`config.mk`:
```
export PLATFORM = sky130hd
export DESIGN_NAME = plcm_lookup
export DESIGN_NICKNAME = d
export VERILOG_FILES = /design/src/plcm_pkg.sv /design/src/plcm_lookup.sv
export SDC_FILE = /design/constraint.sdc
export NUM_CORES = 1
export LEC_CHECK = 0
export BUFFER_PORTS_ARGS = -buffer_cell sky130_fd_sc_hd__buf_4
export CAP_MARGIN = 20
export CORE_ASPECT_RATIO = 0.7
export CORE_MARGIN = 2
export CORE_UTILIZATION = 35
export DETAILED_ROUTE_END_ITERATION = 12
export GPL_ROUTABILITY_DRIVEN = 0
export SLEW_MARGIN = 30
export SYNTH_ARGS = -nofsm -noshare
export SYNTH_HDL_FRONTEND = slang
export SYNTH_SLANG_ARGS = --single-unit
```
`constraint.sdc`:
```
create_clock -name i_clk -period 5.3 [get_ports i_clk]
set_clock_uncertainty 0.05 [all_clocks]
set_input_delay 0.265 -clock i_clk [delete_from_list [all_inputs] [get_ports i_clk]]
set_output_delay 0.265 -clock i_clk [all_outputs]
set_load 0.01 [all_outputs]
```
`src/plcm_pkg.sv`:
```
// ============================================================================
// plcm_pkg
// Shared types and constants of the piecewise-linear colormap pipeline.
// ============================================================================
package plcm_pkg;

    localparam int VALUE_W = 32;
    localparam int POS_W   = 17;
    localparam int COLOR_W = 8;
    localparam int RGBA_W  = 4 * COLOR_W;
    localparam int SPAN_W  = VALUE_W + 1;

    localparam logic [POS_W-1:0] POS_MAX = {POS_W{1'b1}};

    localparam logic [1:0] CFG_RANGE_LOW  = 2'd0;
    localparam logic [1:0] CFG_CLAMP_HIGH = 2'd1;
    localparam logic [1:0] CFG_CAT_MODE   = 2'd2;
    localparam logic [1:0] CFG_STOP_COUNT = 2'd3;

    localparam logic ACTION_LOOKUP = 1'b0;
    localparam logic ACTION_WRITE  = 1'b1;

    typedef struct packed {
        logic signed [VALUE_W-1:0] range_low;
        logic signed [VALUE_W-1:0] clamp_high;
        logic                      cat;
        logic [3:0]                count;
    } t_cfg;

    // Color word packs red in the lowest byte, then green, blue and alpha.
    typedef struct packed {
        logic              is_write;
        logic              cat;
        logic              err;
        logic              sat_lo;
        logic              sat_hi;
        logic [7:0]        opacity;
        logic [2:0]        idx;
        logic [POS_W-1:0]  pos;
        logic [RGBA_W-1:0] rgba;
    } t_side;

    typedef struct packed {
        logic [POS_W-1:0]  pos;
        logic [RGBA_W-1:0] rgba;
    } t_stop;

endpackage

```
`src/plcm_lookup.sv`:
```
// ============================================================================
// plcm_lookup
// Stop table with position compare, stop search and registered color reads.
// Stop writes take effect in pipeline order at this stage.
// ============================================================================
module plcm_lookup #(
    parameter int MAX_STOPS = 8,
    parameter int SIW       = 3,
    parameter int CW        = 4
) (
    input  logic                        i_clk,
    input  logic                        i_rst_n,
    input  logic                        i_adv,
    input  logic                        i_valid,
    input  plcm_pkg::t_side             i_side,
    input  logic [plcm_pkg::POS_W-1:0]  i_n,
    input  logic [plcm_pkg::SPAN_W-1:0] i_rem,
    input  logic [CW-1:0]               i_count,
    output logic                        o_valid,
    output plcm_pkg::t_side             o_side,
    output logic [plcm_pkg::POS_W-1:0]  o_n,
    output logic                        o_found,
    output logic                        o_has_lo,
    output plcm_pkg::t_stop             o_hi,
    output plcm_pkg::t_stop             o_lo
);
    import plcm_pkg::*;

    logic [POS_W-1:0] r_pos [MAX_STOPS];
    t_stop            r_mem [MAX_STOPS];

    logic [MAX_STOPS-1:0] gt;
    logic [SIW-1:0]       first;
    logic                 found;
    logic [SIW-1:0]       hi_addr;
    logic [SIW-1:0]       lo_addr;
    logic [SIW-1:0]       wr_addr;
    logic                 wr_en;

    always_comb begin
        for (int i = 0; i < MAX_STOPS; i++) begin
            gt[i] = (CW'(i) < i_count) && (r_pos[i] > i_n);
        end
        first = '0;
        for (int i = MAX_STOPS - 1; i >= 0; i--) begin
            if (gt[i]) begin
                first = SIW'(i);
            end
        end
        found = |gt;
        if (i_side.cat) begin
            hi_addr = i_rem[SIW-1:0];
        end else if (found) begin
            hi_addr = first;
        end else begin
            hi_addr = SIW'(i_count - 1'b1);
        end
        lo_addr = first - 1'b1;
        wr_addr = SIW'(i_side.idx);
        wr_en   = i_adv && i_valid && i_side.is_write && (int'(i_side.idx) < MAX_STOPS);
    end

    always_ff @(posedge i_clk) begin
        if (wr_en) begin
            r_pos[wr_addr] <= i_side.pos;
            r_mem[wr_addr] <= {i_side.pos, i_side.rgba};
        end
    end

    always_ff @(posedge i_clk) begin
        if (!i_rst_n) begin
            o_valid <= 1'b0;
        end else if (i_adv) begin
            o_valid <= i_valid;
        end
        if (i_adv) begin
            o_side   <= i_side;
            o_n      <= i_n;
            o_found  <= found;
            o_has_lo <= found && (first != '0);
            o_hi     <= r_mem[hi_addr];
            o_lo     <= r_mem[lo_addr];
        end
    end

endmodule

```
* Word level (Yosys, flattened, before mapping)
Memory sizes are Yosys's and may differ from the RTL's. A register that Yosys moved wholly into a read port is not among the register bits.
Index checks and enable logic that the tools add are counted.
W data, S select, Z words.
** Word-level totals
- Memories :: 2
- Output and inout bits :: 183
- Memory bits (writable) :: 528
- Bits in registers :: 85
- Logic and storage cells :: 58
** Memories
- r_mem :: depth 8, bits a word 49, rd ports 2, clocked after memory_dff 2, write ports 1, RTL line plcm_lookup.sv:30 : t_stop r_mem [MAX_STOPS];
- r_pos :: depth 8, bits a word 17, rd ports 8, clocked after memory_dff 0, write ports 1, RTL line plcm_lookup.sv:29 : logic [POS_W-1:0] r_pos [MAX_STOPS];
** Cells by class
- Mux-type cells :: 12
- $add $sub $neg :: 2
- Reduce and logical (&&, ||, !) cells :: 13
- Magnitude comparators :: 16
** Operator list (count)
- $gt A17 B17 Y1 :: 8
- $mux W3 :: 10
- $lt A3 B4 Y1 const A :: 4
- $logic_and A1 B1 Y1 :: 11
- $lt A1 B4 Y1 const A :: 2
- $lt A2 B4 Y1 const A :: 2
- $reduce_or A8 Y1 :: 1
- $sub A3 B1 Y3 const B :: 2
- $reduce_bool A3 Y1 :: 1
- $mux W1 :: 2

* Longest topological paths before layout
- Depth after elaboration :: 12
- Depth in mapped cells :: 18
- Mapped depth without buffers :: 15

* Least setup slack after synthesis
Ideal clock, no wire load.
- Kind :: input port to flip-flop
- From :: in i_side[49] (netlist bit)
- To :: mem r_mem[0][0] (netlist bit), enable pin
- Arrival :: 3.857 ns
- Slack :: 0.877 ns
- Buffers on the path :: 0
- Library setup time :: 0.517 ns
- Stages on the path :: 2
- Cells stage by stage :: nand4b_1 nor3_1
** RTL lines
- from (decl) :: RTL line plcm_lookup.sv:15 : input plcm_pkg::t_side i_side,
- to (decl) :: RTL line plcm_lookup.sv:30
Straight into the memory's write port.

==> summary.txt <==
total power after layout: 12.0 mW
power per cell area: 344 nW/um^2
clk slew on worst S/H paths: 0.06 ns
Worst Slack Setup Final: 0.173 ns
Max Root-Sink Buffers: 3
post-DP HPWL: 53100 um
via count: 19.1k
largest net degree at the start of global routing: 71
initial antenna violation count: 2
worst-case reg-to-reg path depth: 13
post-synth cell types: 58
Rows: 87
top cell type by total area after synthesis: edfxtp_1
antenna-violating nets left: 0
crit-path max FO: 24
final cycle utilization of the critical path: 96.7%
Crit Path Class: reg -> reg
gr usage total: 20.0%
Yosys warning count: 0
Seq/Total Area, Yosys: 60.7%
top-count cell post-synth: edfxtp_1
Worst IR Drop VDD: 0.254 mV
DRC Markers: 0
drt pass-1 iters: 6
async set-reset flop share out of synthesis: 0%
Rel. slew slack: 36.2%
htree depth: 2
CTS tree: yes
Die ar.: 83600 um^2
Setup Buffers After CTS: 0
RSZ-0062 raised after global routing: false
Min-Delay Path Class: in -> reg
Min-Delay Path Depth: 1
start of the worst register-to-register path: r_mem[0][42]$_DFFE_PP_
Die Ht: 242 um
Syn Area/Cell: 14.9 um^2
clk_lat worst skew: 0.64 ns
Post-synth EDFFs: 574
Final Core Density: 43.4%
Initial Utilization: 35.3%
critical path endpoint category: flop
Die W: 345 um
CP arrival: 5.44 ns
Post-synth top flop: edfxtp_1
post-synthesis cell area: 28400 um^2
critical path launch point type: flop
boundary pin count: 306
RR Endpoint: o_hi[0]$_DFFE_PP_
vias per inst: 5.61
Synth top area share: 60.6%
fraction of layout cells with a size suffix above 1: 25.2%
Post-Place Worst Slack: 0.228 ns
Core ar.: 80400 um^2
status: complete, no violations
first-pass GRT wire length: 124000 um
Worst R2R Setup Slack: 0.17 ns
Hold Crit Start: i_adv
top cells by instance count after synthesis: edfxtp_1, nor2_1, mux2i_1, ha_1, a21oi_1
fin. max-slew vios: 0
min cycle time layout: 5.13 ns
grt total ovfl: 0
CP required: 5.62 ns
Synth area leaders: edfxtp_1, mux4_2, mux2i_1
# clock sinks: 575
Mapped Cells: 1902
Layout area overhead: 22.9%
f_max: 195 MHz
Pleak: 13.2 nW
Net Count, Synth: 2166
CTS buffer count: 61
drt initial violations: 1994
endpoint of the worst hold path: o_side[37]$_DFFE_PP_
Nets: 2550
root buffer cell: clkbuf_16
Yosys reg bits: 575
Setup TNS: 0 ns
# Max-Cap Violations: 0
final setup vio count: 0
Port Buffer Count: 275
Final Hold Fails: 0
drt wl/cell: 25.3 um
Tightest Pin Transition: 0.957 ns
total wire length: 86100 um
Ant. Diodes: 0
vias in the first global route: 19.1k
-- state kept, by name, summed over array words and instances, names as in the netlist --
signal,count
o_valid,1
o_lo,49
o_has_lo,1
o_side,65
o_n,17
o_hi,49
r_pos,7
r_mem,385
o_found,1
-- worst max path at each step --
stage / slack [ns] / cells after the start / endpoint / start
finish: 0.17 / 13 / o_hi[0]$_DFFE_PP_ / r_mem[0][42]$_DFFE_PP_
global route: 0.04 / 17 / o_hi[35]$_DFFE_PP_ / i_n[14]
CTS: 0.31 / 17 / o_hi[35]$_DFFE_PP_ / i_n[14]
detailed placement: 0.23 / 16 / o_hi[35]$_DFFE_PP_ / i_n[14]
global placement: 0.26 / 16 / o_hi[35]$_DFFE_PP_ / i_n[14]
floorplan: 0.88 / 2 / r_mem[0][0]$_DFFE_PP_ / i_side[49]
-- through the flow --
step	hold WS (ns)	instance area [um^2]	instances
2_1_floorplan	0.314	28400	1902
3_3_place_gp	0.393	32200	3204
3_5_place_dp	0.395	32200	3206
4_1_cts	0.0724	34900	3398
5_1_grt	0.0915	34900	3399
6_report	0.0800	34900	3399
-- timing repair --
action	CTS	global route
resized for setup	0	0
setup endpoints to repair	0	1
endpoints found under the hold margin	475	0
hold buffers	84	0
-- cell usage in the layout (no fill, tap or decap), drive strengths merged, types with 4 or more instances in the layout --
master / n
nand2b: 4
nor4: 53
nand2: 36
nor3: 8
a221oi: 4
a211o: 97
a31oi: 4
o21bai: 4
o21ai: 30
nand3: 15
a21o: 5
clkbuf: 72
nand4: 22
ha: 141
buf: 332
nor2b: 6
o211a: 4
nor2: 213
edfxtp: 574
dlygate4sd3: 84
inv: 39
a21oi: 101
a22o: 49
mux4: 98
clkinv: 29
mux2: 50
mux2i: 195
a211oi: 9
o21a: 9
-- power by group --
part / internal (mW) / leakage [nW] / switching [mW]
registers: 5.33 / 5.32 / 0.116
logic: 1.19 / 6.94 / 1.33
clock network: 2.29 / 0.919 / 1.78
-- routing by layer --
layer  GRT usage [%]  vias to the layer above  routed length [um]
li1                -                     8410                   -
met5               0                        -                   0
met3            4.68                      152                7980
met2            30.4                      866               38100
met1            28.6                     9654               37900
met4            5.49                        0                2090
-- final cells by class --
| class | instances | area (um^2) |
|---|---|---|
| Multi-Input combinational cell | 1195 | 10800 |
| Clock buffer | 72 | 1610 |
| Tap cell | 1068 | 1340 |
| Timing Repair Buffer | 416 | 3590 |
| Inverter | 37 | 141 |
| Sequential cell | 575 | 17300 |
| Clock inverter | 36 | 250 |
| Fill cell | 7121 | 45500 |
-- cells by family (layout without fill, tap and decap cells) --
family,Yosys count,in the layout,share of synthesized area (%)
muxes,343,343,16.6
xor gates and xnor gates,2,2,0.0616
and+or+nand+nor,374,374,6.05
adders and majority gates,141,141,6.20
DFF,575,575,60.7
AOI/OAI and AO/OA,334,335,8.42
buffers and inverters,133,561,1.96
-- worst max-delay path, stage by stage, from the launching register on --
cell      delay, ns
edfxtp_1       0.49
ha_1           0.34
nand4_1        0.26
a211oi_1       0.27
o21ai_0        0.23
a211oi_2       0.72
and3b_1        0.28
nand3_1        0.32
o221a_4        0.73
buf_12         0.29
buf_4          0.17
mux2i_1        0.07
a22o_1         0.18
nor4_1         0.42
(Power assumes the default switching activity.)
