## config.mk

```make
export PLATFORM = sky130hd
export DESIGN_NAME = plcm_blend
export DESIGN_NICKNAME = d
export VERILOG_FILES = /design/src/plcm_pkg.sv /design/src/plcm_blend.sv
export SDC_FILE = /design/constraint.sdc
export NUM_CORES = 2
export LEC_CHECK = 0
export BUFFER_PORTS_ARGS = -buffer_cell sky130_fd_sc_hd__buf_2
export CAP_MARGIN = 20
export CORE_MARGIN = 2
export CORE_UTILIZATION = 65
export CTS_BUF_LIST = sky130_fd_sc_hd__clkbuf_2 sky130_fd_sc_hd__clkbuf_4 sky130_fd_sc_hd__clkbuf_8
export CTS_CLUSTER_SIZE = 8
export DETAILED_ROUTE_END_ITERATION = 8
export PLACE_DENSITY_LB_ADDON = 0.15
export SLEW_MARGIN = 20
export SYNTH_ARGS = -nofsm -noshare
export SYNTH_HDL_FRONTEND = slang
export SYNTH_SLANG_ARGS = --single-unit
```

## constraint.sdc

```tcl
create_clock -name i_clk -period 6.79 [get_ports i_clk]
set_input_delay 0 -clock i_clk [delete_from_list [all_inputs] [get_ports i_clk]]
set_output_delay 0 -clock i_clk [all_outputs]
set_load 0.005 [all_outputs]
```

## src/plcm_pkg.sv

```systemverilog
// ============================================================================
// plcm_pkg
// Shared types and constants of the piecewise-linear colormap pipeline.
// ============================================================================
package plcm_pkg;

    localparam int VALUE_W = 32;
    localparam int POS_W   = 17;
    localparam int COLOR_W = 8;
    localparam int RGBA_W  = 4 * COLOR_W;
    localparam int SPAN_W  = VALUE_W + 1;

    localparam logic [POS_W-1:0] POS_MAX = {POS_W{1'b1}};

    localparam logic [1:0] CFG_RANGE_LOW  = 2'd0;
    localparam logic [1:0] CFG_CLAMP_HIGH = 2'd1;
    localparam logic [1:0] CFG_CAT_MODE   = 2'd2;
    localparam logic [1:0] CFG_STOP_COUNT = 2'd3;

    localparam logic ACTION_LOOKUP = 1'b0;
    localparam logic ACTION_WRITE  = 1'b1;

    typedef struct packed {
        logic signed [VALUE_W-1:0] range_low;
        logic signed [VALUE_W-1:0] clamp_high;
        logic                      cat;
        logic [3:0]                count;
    } t_cfg;

    // Color word packs red in the lowest byte, then green, blue and alpha.
    typedef struct packed {
        logic              is_write;
        logic              cat;
        logic              err;
        logic              sat_lo;
        logic              sat_hi;
        logic [7:0]        opacity;
        logic [2:0]        idx;
        logic [POS_W-1:0]  pos;
        logic [RGBA_W-1:0] rgba;
    } t_side;

    typedef struct packed {
        logic [POS_W-1:0]  pos;
        logic [RGBA_W-1:0] rgba;
    } t_stop;

endpackage

```

## src/plcm_blend.sv

```systemverilog
// ============================================================================
// plcm_blend
// Blend weights, per-channel products and a pipelined eight-step divider
// that truncates the linear blend; also selects the direct colors.
// ============================================================================
module plcm_blend (
    input  logic                        i_clk,
    input  logic                        i_rst_n,
    input  logic                        i_adv,
    input  logic                        i_valid,
    input  plcm_pkg::t_side             i_side,
    input  logic [plcm_pkg::POS_W-1:0]  i_n,
    input  logic                        i_found,
    input  logic                        i_has_lo,
    input  plcm_pkg::t_stop             i_hi,
    input  plcm_pkg::t_stop             i_lo,
    output logic                        o_valid,
    output plcm_pkg::t_side             o_side,
    output logic [plcm_pkg::RGBA_W-1:0] o_rgba
);
    import plcm_pkg::*;

    localparam int NUM_W = COLOR_W + POS_W + 1;
    localparam int QB    = COLOR_W;

    logic [POS_W-1:0]  lp;
    logic [RGBA_W-1:0] lc;
    logic [RGBA_W-1:0] direct;
    logic              use_direct;

    always_comb begin
        lp = i_has_lo ? i_lo.pos : '0;
        lc = i_has_lo ? i_lo.rgba : '0;
        use_direct = i_side.err || i_side.cat || !i_found || i_side.is_write;
        if (i_side.err) begin
            direct = '0;
        end else if (i_side.cat) begin
            direct = i_hi.rgba;
        end else begin
            direct = {i_side.opacity, i_hi.rgba[3*COLOR_W-1:0]};
        end
    end

    logic                  r_e_valid;
    t_side                 r_e_side;
    logic [RGBA_W-1:0]     r_e_direct;
    logic                  r_e_use_direct;
    logic [3*COLOR_W-1:0]  r_e_lc;
    logic [3*COLOR_W-1:0]  r_e_hc;
    logic [POS_W-1:0]      r_e_dh;
    logic [POS_W-1:0]      r_e_dl;
    logic [POS_W-1:0]      r_e_den;

    always_ff @(posedge i_clk) begin
        if (!i_rst_n) begin
            r_e_valid <= 1'b0;
        end else if (i_adv) begin
            r_e_valid <= i_valid;
        end
        if (i_adv) begin
            r_e_side       <= i_side;
            r_e_direct     <= direct;
            r_e_use_direct <= use_direct;
            r_e_lc         <= lc[3*COLOR_W-1:0];
            r_e_hc         <= i_hi.rgba[3*COLOR_W-1:0];
            r_e_dh         <= i_hi.pos - i_n;
            r_e_dl         <= i_n - lp;
            r_e_den        <= i_hi.pos - lp;
        end
    end

    logic              r_valid [QB+1];
    t_side             r_side  [QB+1];
    logic [RGBA_W-1:0] r_direct[QB+1];
    logic              r_use   [QB+1];
    logic [POS_W-1:0]  r_den   [QB+1];
    logic [POS_W-1:0]  r_rem   [QB+1][3];
    logic [QB-1:0]     r_bits  [QB+1][3];
    logic [QB-1:0]     r_quo   [QB+1][3];

    logic [NUM_W-1:0] num [3];

    always_comb begin
        for (int c = 0; c < 3; c++) begin
            num[c] = NUM_W'(r_e_lc[c*COLOR_W +: COLOR_W]) * NUM_W'(r_e_dh)
                     + NUM_W'(r_e_hc[c*COLOR_W +: COLOR_W]) * NUM_W'(r_e_dl);
        end
    end

    always_ff @(posedge i_clk) begin
        if (!i_rst_n) begin
            r_valid[0] <= 1'b0;
        end else if (i_adv) begin
            r_valid[0] <= r_e_valid;
        end
        if (i_adv) begin
            r_side[0]   <= r_e_side;
            r_direct[0] <= r_e_direct;
            r_use[0]    <= r_e_use_direct;
            r_den[0]    <= r_e_den;
            for (int c = 0; c < 3; c++) begin
                r_rem[0][c]  <= num[c][NUM_W-2:QB];
                r_bits[0][c] <= num[c][QB-1:0];
                r_quo[0][c]  <= '0;
            end
        end
    end

    for (genvar k = 0; k < QB; k++) begin : g_div
        logic [POS_W:0]   trial [3];
        logic             ge    [3];
        logic [POS_W-1:0] n_rem [3];

        always_comb begin
            for (int c = 0; c < 3; c++) begin
                trial[c] = {r_rem[k][c], r_bits[k][c][QB-1]};
                ge[c]    = trial[c] >= {1'b0, r_den[k]};
                n_rem[c] = ge[c] ? POS_W'(trial[c] - {1'b0, r_den[k]})
                                 : trial[c][POS_W-1:0];
            end
        end

        always_ff @(posedge i_clk) begin
            if (!i_rst_n) begin
                r_valid[k+1] <= 1'b0;
            end else if (i_adv) begin
                r_valid[k+1] <= r_valid[k];
            end
            if (i_adv) begin
                r_side[k+1]   <= r_side[k];
                r_direct[k+1] <= r_direct[k];
                r_use[k+1]    <= r_use[k];
                r_den[k+1]    <= r_den[k];
                for (int c = 0; c < 3; c++) begin
                    r_rem[k+1][c]  <= n_rem[c];
                    r_bits[k+1][c] <= {r_bits[k][c][QB-2:0], 1'b0};
                    r_quo[k+1][c]  <= {r_quo[k][c][QB-2:0], ge[c]};
                end
            end
        end
    end

    always_comb begin
        o_valid = r_valid[QB];
        o_side  = r_side[QB];
        if (r_use[QB]) begin
            o_rgba = r_direct[QB];
        end else begin
            o_rgba = {r_side[QB].opacity, r_quo[QB][2], r_quo[QB][1], r_quo[QB][0]};
        end
    end

endmodule

```

Word-level counts from Yosys, hierarchy flattened. Memories as Yosys holds them, arrays and structs flattened. Index checks and enable logic that the tools add are counted.

$add $sub $neg: 30. Multipliers: 6. Magnitude comparators: 24. Mux-type cells: 41. Bitwise operators: 9. Reductions and logical operators: 4.

Operators by type and width (number): $sub A17 B17 Y17 (27); $ge A18 B17 Y1 (24); $mux W17 (25); $mul A8 B17 Y25 (6); $add A25 B25 Y25 (3); $mux W32 (2); $mux W1 (14); $or A1 B1 Y1 (9); $logic_or A1 B1 Y1 (3); $logic_not A1 Y1 (1).

Register bits after elaboration: 198. RAM bits: 1935. Bits of input ports: 186. Output and inout port bits: 98. Logic and storage cells: 139. Memories: 8.

Memories: r_side (depth 9, width 65, rd ports 9, clocked after memory_dff 0, wr ports 9, line plcm_blend.sv:73) `t_side r_side [QB+1];`; r_rem (depth 9, width 51, rd ports 8, clocked after memory_dff 0, wr ports 9, line plcm_blend.sv:77) `logic [POS_W-1:0] r_rem [QB+1][3];`; r_direct (depth 9, width 32, rd ports 9, clocked after memory_dff 0, wr ports 9, line plcm_blend.sv:74) `logic [RGBA_W-1:0] r_direct[QB+1];`; r_bits (depth 9, width 24, rd ports 8, clocked after memory_dff 0, wr ports 9, line plcm_blend.sv:78) `logic [QB-1:0] r_bits [QB+1][3];`; r_quo (depth 9, width 24, rd ports 9, clocked after memory_dff 0, wr ports 9, line plcm_blend.sv:79) `logic [QB-1:0] r_quo [QB+1][3];`; r_den (depth 9, width 17, rd ports 8, clocked after memory_dff 0, wr ports 9, line plcm_blend.sv:76) `logic [POS_W-1:0] r_den [QB+1];`; +2 memories.

Logic depth before layout (Yosys ltp).
Word-level depth: 4. Mapped depth: 23. Gate-level depth less buffers: 22.

Worst setup path after synthesis. No wires, ideal clock.

Path type: register to register. Start: register r_e_lc[22]. End: memory r_rem[0][14] (netlist bit) (data pin). Library setup time: 0.258 ns. Arrival time: 6.013 ns. Required time: 6.532 ns. Path slack: 0.519 ns. Cell stages (with the launch flop): 22. Path buffers: 1. Period minus slack after synthesis: 6.271 ns. Cells stage by stage: edfxtp_1 clkbuf_1 nand2_1 fa_1 fa_1 fa_1 inv_1 fa_1 fa_1 inv_1 fa_1 inv_1 ha_1 a21oi_1 o22ai_1 o41a_1 o2111ai_1 a31oi_1 o41ai_1 o21bai_1 a21oi_1 xnor2_1.

RTL lines: start, declared (line plcm_blend.sv:48) `logic [3*COLOR_W-1:0] r_e_lc;`; start signal, assigned (line plcm_blend.sv:64) `r_e_lc <= lc[3*COLOR_W-1:0];`; end, declared (line plcm_blend.sv:77).

==> impl_metrics.yaml <==
outcome:
  outcome: "finished, final reports clean"
finish:
  drive_above_1_share: 0.138
  final_common_cell: "edfxtp_1"
  instances_no_fill: 11500
  final_core_util: 0.743
  final_cell_mix: "1,847 x edfxtp_1, 1,077 x inv_1, 710 x nand2_1, 690 x fa_1, 672 x ha_1"
  nNetsFinal: 10700
  area_growth_pct: 13.4
placed_design:
  portBuffers: 275
  dp.cells: 10600
  detailed_place_hpwl_um: 184000
  routabilityCongestion: 0.979
sta:
  tns_ns: 0
  fin_crit_sh: 0.971
  finalHoldViolations: 0
  finalSetupViolCount: 0
  min_period_ns: 6.59
  slew_headroom: 0.217
  whs_ns: 0.160
  clock_skew_ns: 0.0850
  max_slew.worst_pin.slew_ns: 1.17
  maxSlewViolCount: 0
  fmax_mhz: 152
grt:
  grt_pass1_wl_um: 392000
  grt_pass1_vias: 69700
  grt_overflow_total: 0
  grt.total_usage: 0.311
  antenna_found_initial: 12
  grt_max_degree: 186
die:
  core_sq_um: 163000
  io_pins: 284
  num_rows: 148
  start_util: 0.655
  die_x_um: 409
  dieArea_sq_um: 167000
  die_h_um: 409
clock_network:
  insertion_delay_ns: 1.06
  path_clk_slew_ns: 0.06
  htreeDepth: 5
  numCtsBuffers: 319
  clkSinkCount: 1849
  clockBufferDepth: 4
  cts_tree: "built"
  cts_root_buf: "clkbuf_8"
setup_path:
  critPathLaunchType: "flop"
  crit_family: "adder cells"
  ff2ff_path_depth: 19
  reg2reg_setup_slack_ns: 0.20
  crit_start: "r_e_dh[12]"
  critical_path.slowest_cell: "edfxtp_1"
  path_depth: 19
  end_kind: "flop"
  r2r-start: "r_e_dh[12]"
  worstPathArrival_ns: 7.34
  cp-endpoint: "r_rem[0][32]"
  cp_common_cell: "fa_1"
  crit_chain: "buf_4 > nand2_1 > fa_1 > inv_1 > fa_1 > fa_1 > fa_1 > fa_1 > inv_1 > fa_1 > inv_1 > ha_1 > a2111oi_0 > a21oi_1 > a221oi_2 > o21bai_1 > a21oi_1 > a21oi_1 > xor2_1"
  crit_fanout: 10
  cp.required_ns: 7.54
  critPathBufInv: 4
  critPathMaxStageDelay_ns: 0.77
  critical_path_class: "reg2reg"
  r2r-end: "r_rem[0][32]"
detailed_routing:
  wl_per_cell_um: 22.3
  first_iter_violations: 5016
  drt-total-wl_um: 256000
  vias_per_cell: 5.70
  drt_first_pass_iters: 5
  vias: 65500
  ant_nets: 0
  drc_errors: 0
synthesis:
  yosysWarnings: 0
  postSynth.asyncResetShare: 0
  synth_compound_area_frac: 0.0681
  yosys_most_used_dff: "edfxtp_1"
  synth-simple-area-share: 0.0853
  synth_edf_count: 1847
  syn_inst: 8186
  muxShareOfSynthArea: 0.0371
  synth_top_family_by_area: "adder cells"
  avgSynthCellArea_sq_um: 13.0
  synth_fa_ha_area_frac: 0.209
  syn-num-nets: 9734
  synth_seq_area_share: 0.522
  ys_types: 98
  ys_ff_latch: 1849
  synth_area_sq_um: 106000
  synthXorXnorAreaFrac: 0.0297
run:
  drv_cap: 0
min_path:
  whs_path_depth: 6
  hp-class: "in2reg"
==> layout make-up <==
type | count | area [sq um]
Sequential cell | 1849 | 55500
Multi-Input combinational cell | 5026 | 45700
Fill cell | 10400 | 41900
Timing Repair Buffer | 876 | 7190
Clock buffer | 404 | 5070
Inverter | 1077 | 4040
Tap cell | 2175 | 2720
Clock inverter | 78 | 453
Antenna cell | 11 | 27.5
==> kinds of logic (layout without fill, tap and decap cells) <==
group / after synthesis / after routing
compound gates: 1094 / 1094
other cells: 0 / 11
simple gates: 1855 / 1855
xor+xnor: 361 / 361
flops: 1849 / 1849
fa+ha+maj: 1362 / 1362
mux: 354 / 354
buf+inv: 1311 / 2435
==> per-layer routing <==
| layer | share of wire | vias to the layer above | GRT usage |
|---|---|---|---|
| met5 | 0.00013 | - | 0 |
| met4 | 0.065 | 4 | 0.183 |
| met3 | 0.053 | 721 | 0.0509 |
| met2 | 0.52 | 2260 | 0.552 |
| met1 | 0.36 | 32200 | 0.354 |
| li1 | - | 30200 | - |
==> synth_stat cells (77+ instances only) <==
master	number	area (sq um)
edfxtp_1	1847	55500
inv_1	1077	4040
nand2_1	710	2670
fa_1	690	13800
ha_1	672	8410
and2_1	396	2480
mux2_2	295	3320
a21oi_1	291	1460
nor2_1	277	1040
xnor2_1	251	2200
o21ai_0	224	1120
clkbuf_1	146	548
a21o_1	143	1070
nor2b_1	112	701
xor2_1	110	963
nor3_1	77	385
==> state kept, by name (all words and copies together) (netlist names) <==
signal          count
r_e_valid           1
r_bits            108
r_e_dl             17
r_valid             9
r_rem             408
r_use               9
r_den             136
r_e_use_direct      1
r_side            585
r_e_side           65
r_quo             108
r_e_hc             24
r_direct          288
r_e_den            17
r_e_dh             17
r_e_lc             24
r_e_direct         32
==> how the worst min path moves through the flow <==
stage | startpoint | end | slack (ns)
floorplan | i_hi[0] | r_e_hc[0] | 0.1
global placement | i_side[36] | r_e_side[36] | 0.18
detailed placement | i_side[15] | r_e_side[15] | 0.18
CTS | i_lo[42] | r_e_den[12] | 0.02
global route | i_side[20] | r_e_side[20] | 0.10
finish | i_lo[39] | r_e_dl[8] | 0.16
==> repair_timing <==
action / 4_1_cts / 5_1_grt
endpoints found under the setup margin: 0 / 10
hold endpoints to repair: 897 / 0
hold buffers: 411 / 0
setup buffers: 0 / 39
resized for setup: 0 / 6
==> worst min-delay path, delay by kind of cell <==
family	cells	cell delay, ns
xor gates and xnor gates	1	0.23
AOI/OAI and AO/OA	2	0.27
and+or+nand+nor	1	0.12
buffers and inverters	1	0.07
adders and majority gates	1	0.25
==> stage by stage <==
stage	setup WS [ns]	cell area [sq um]
6_report	0.198	121000
5_1_grt	-0.0134	121000
4_1_cts	0.0391	120000
3_5_place_dp	0.0504	111000
3_3_place_gp	0.187	111000
2_1_floorplan	0.519	106000
Power is left out: the tool's default activity adds up to more than one toggle a clock period on the data nets, which glitch-free logic cannot reach.
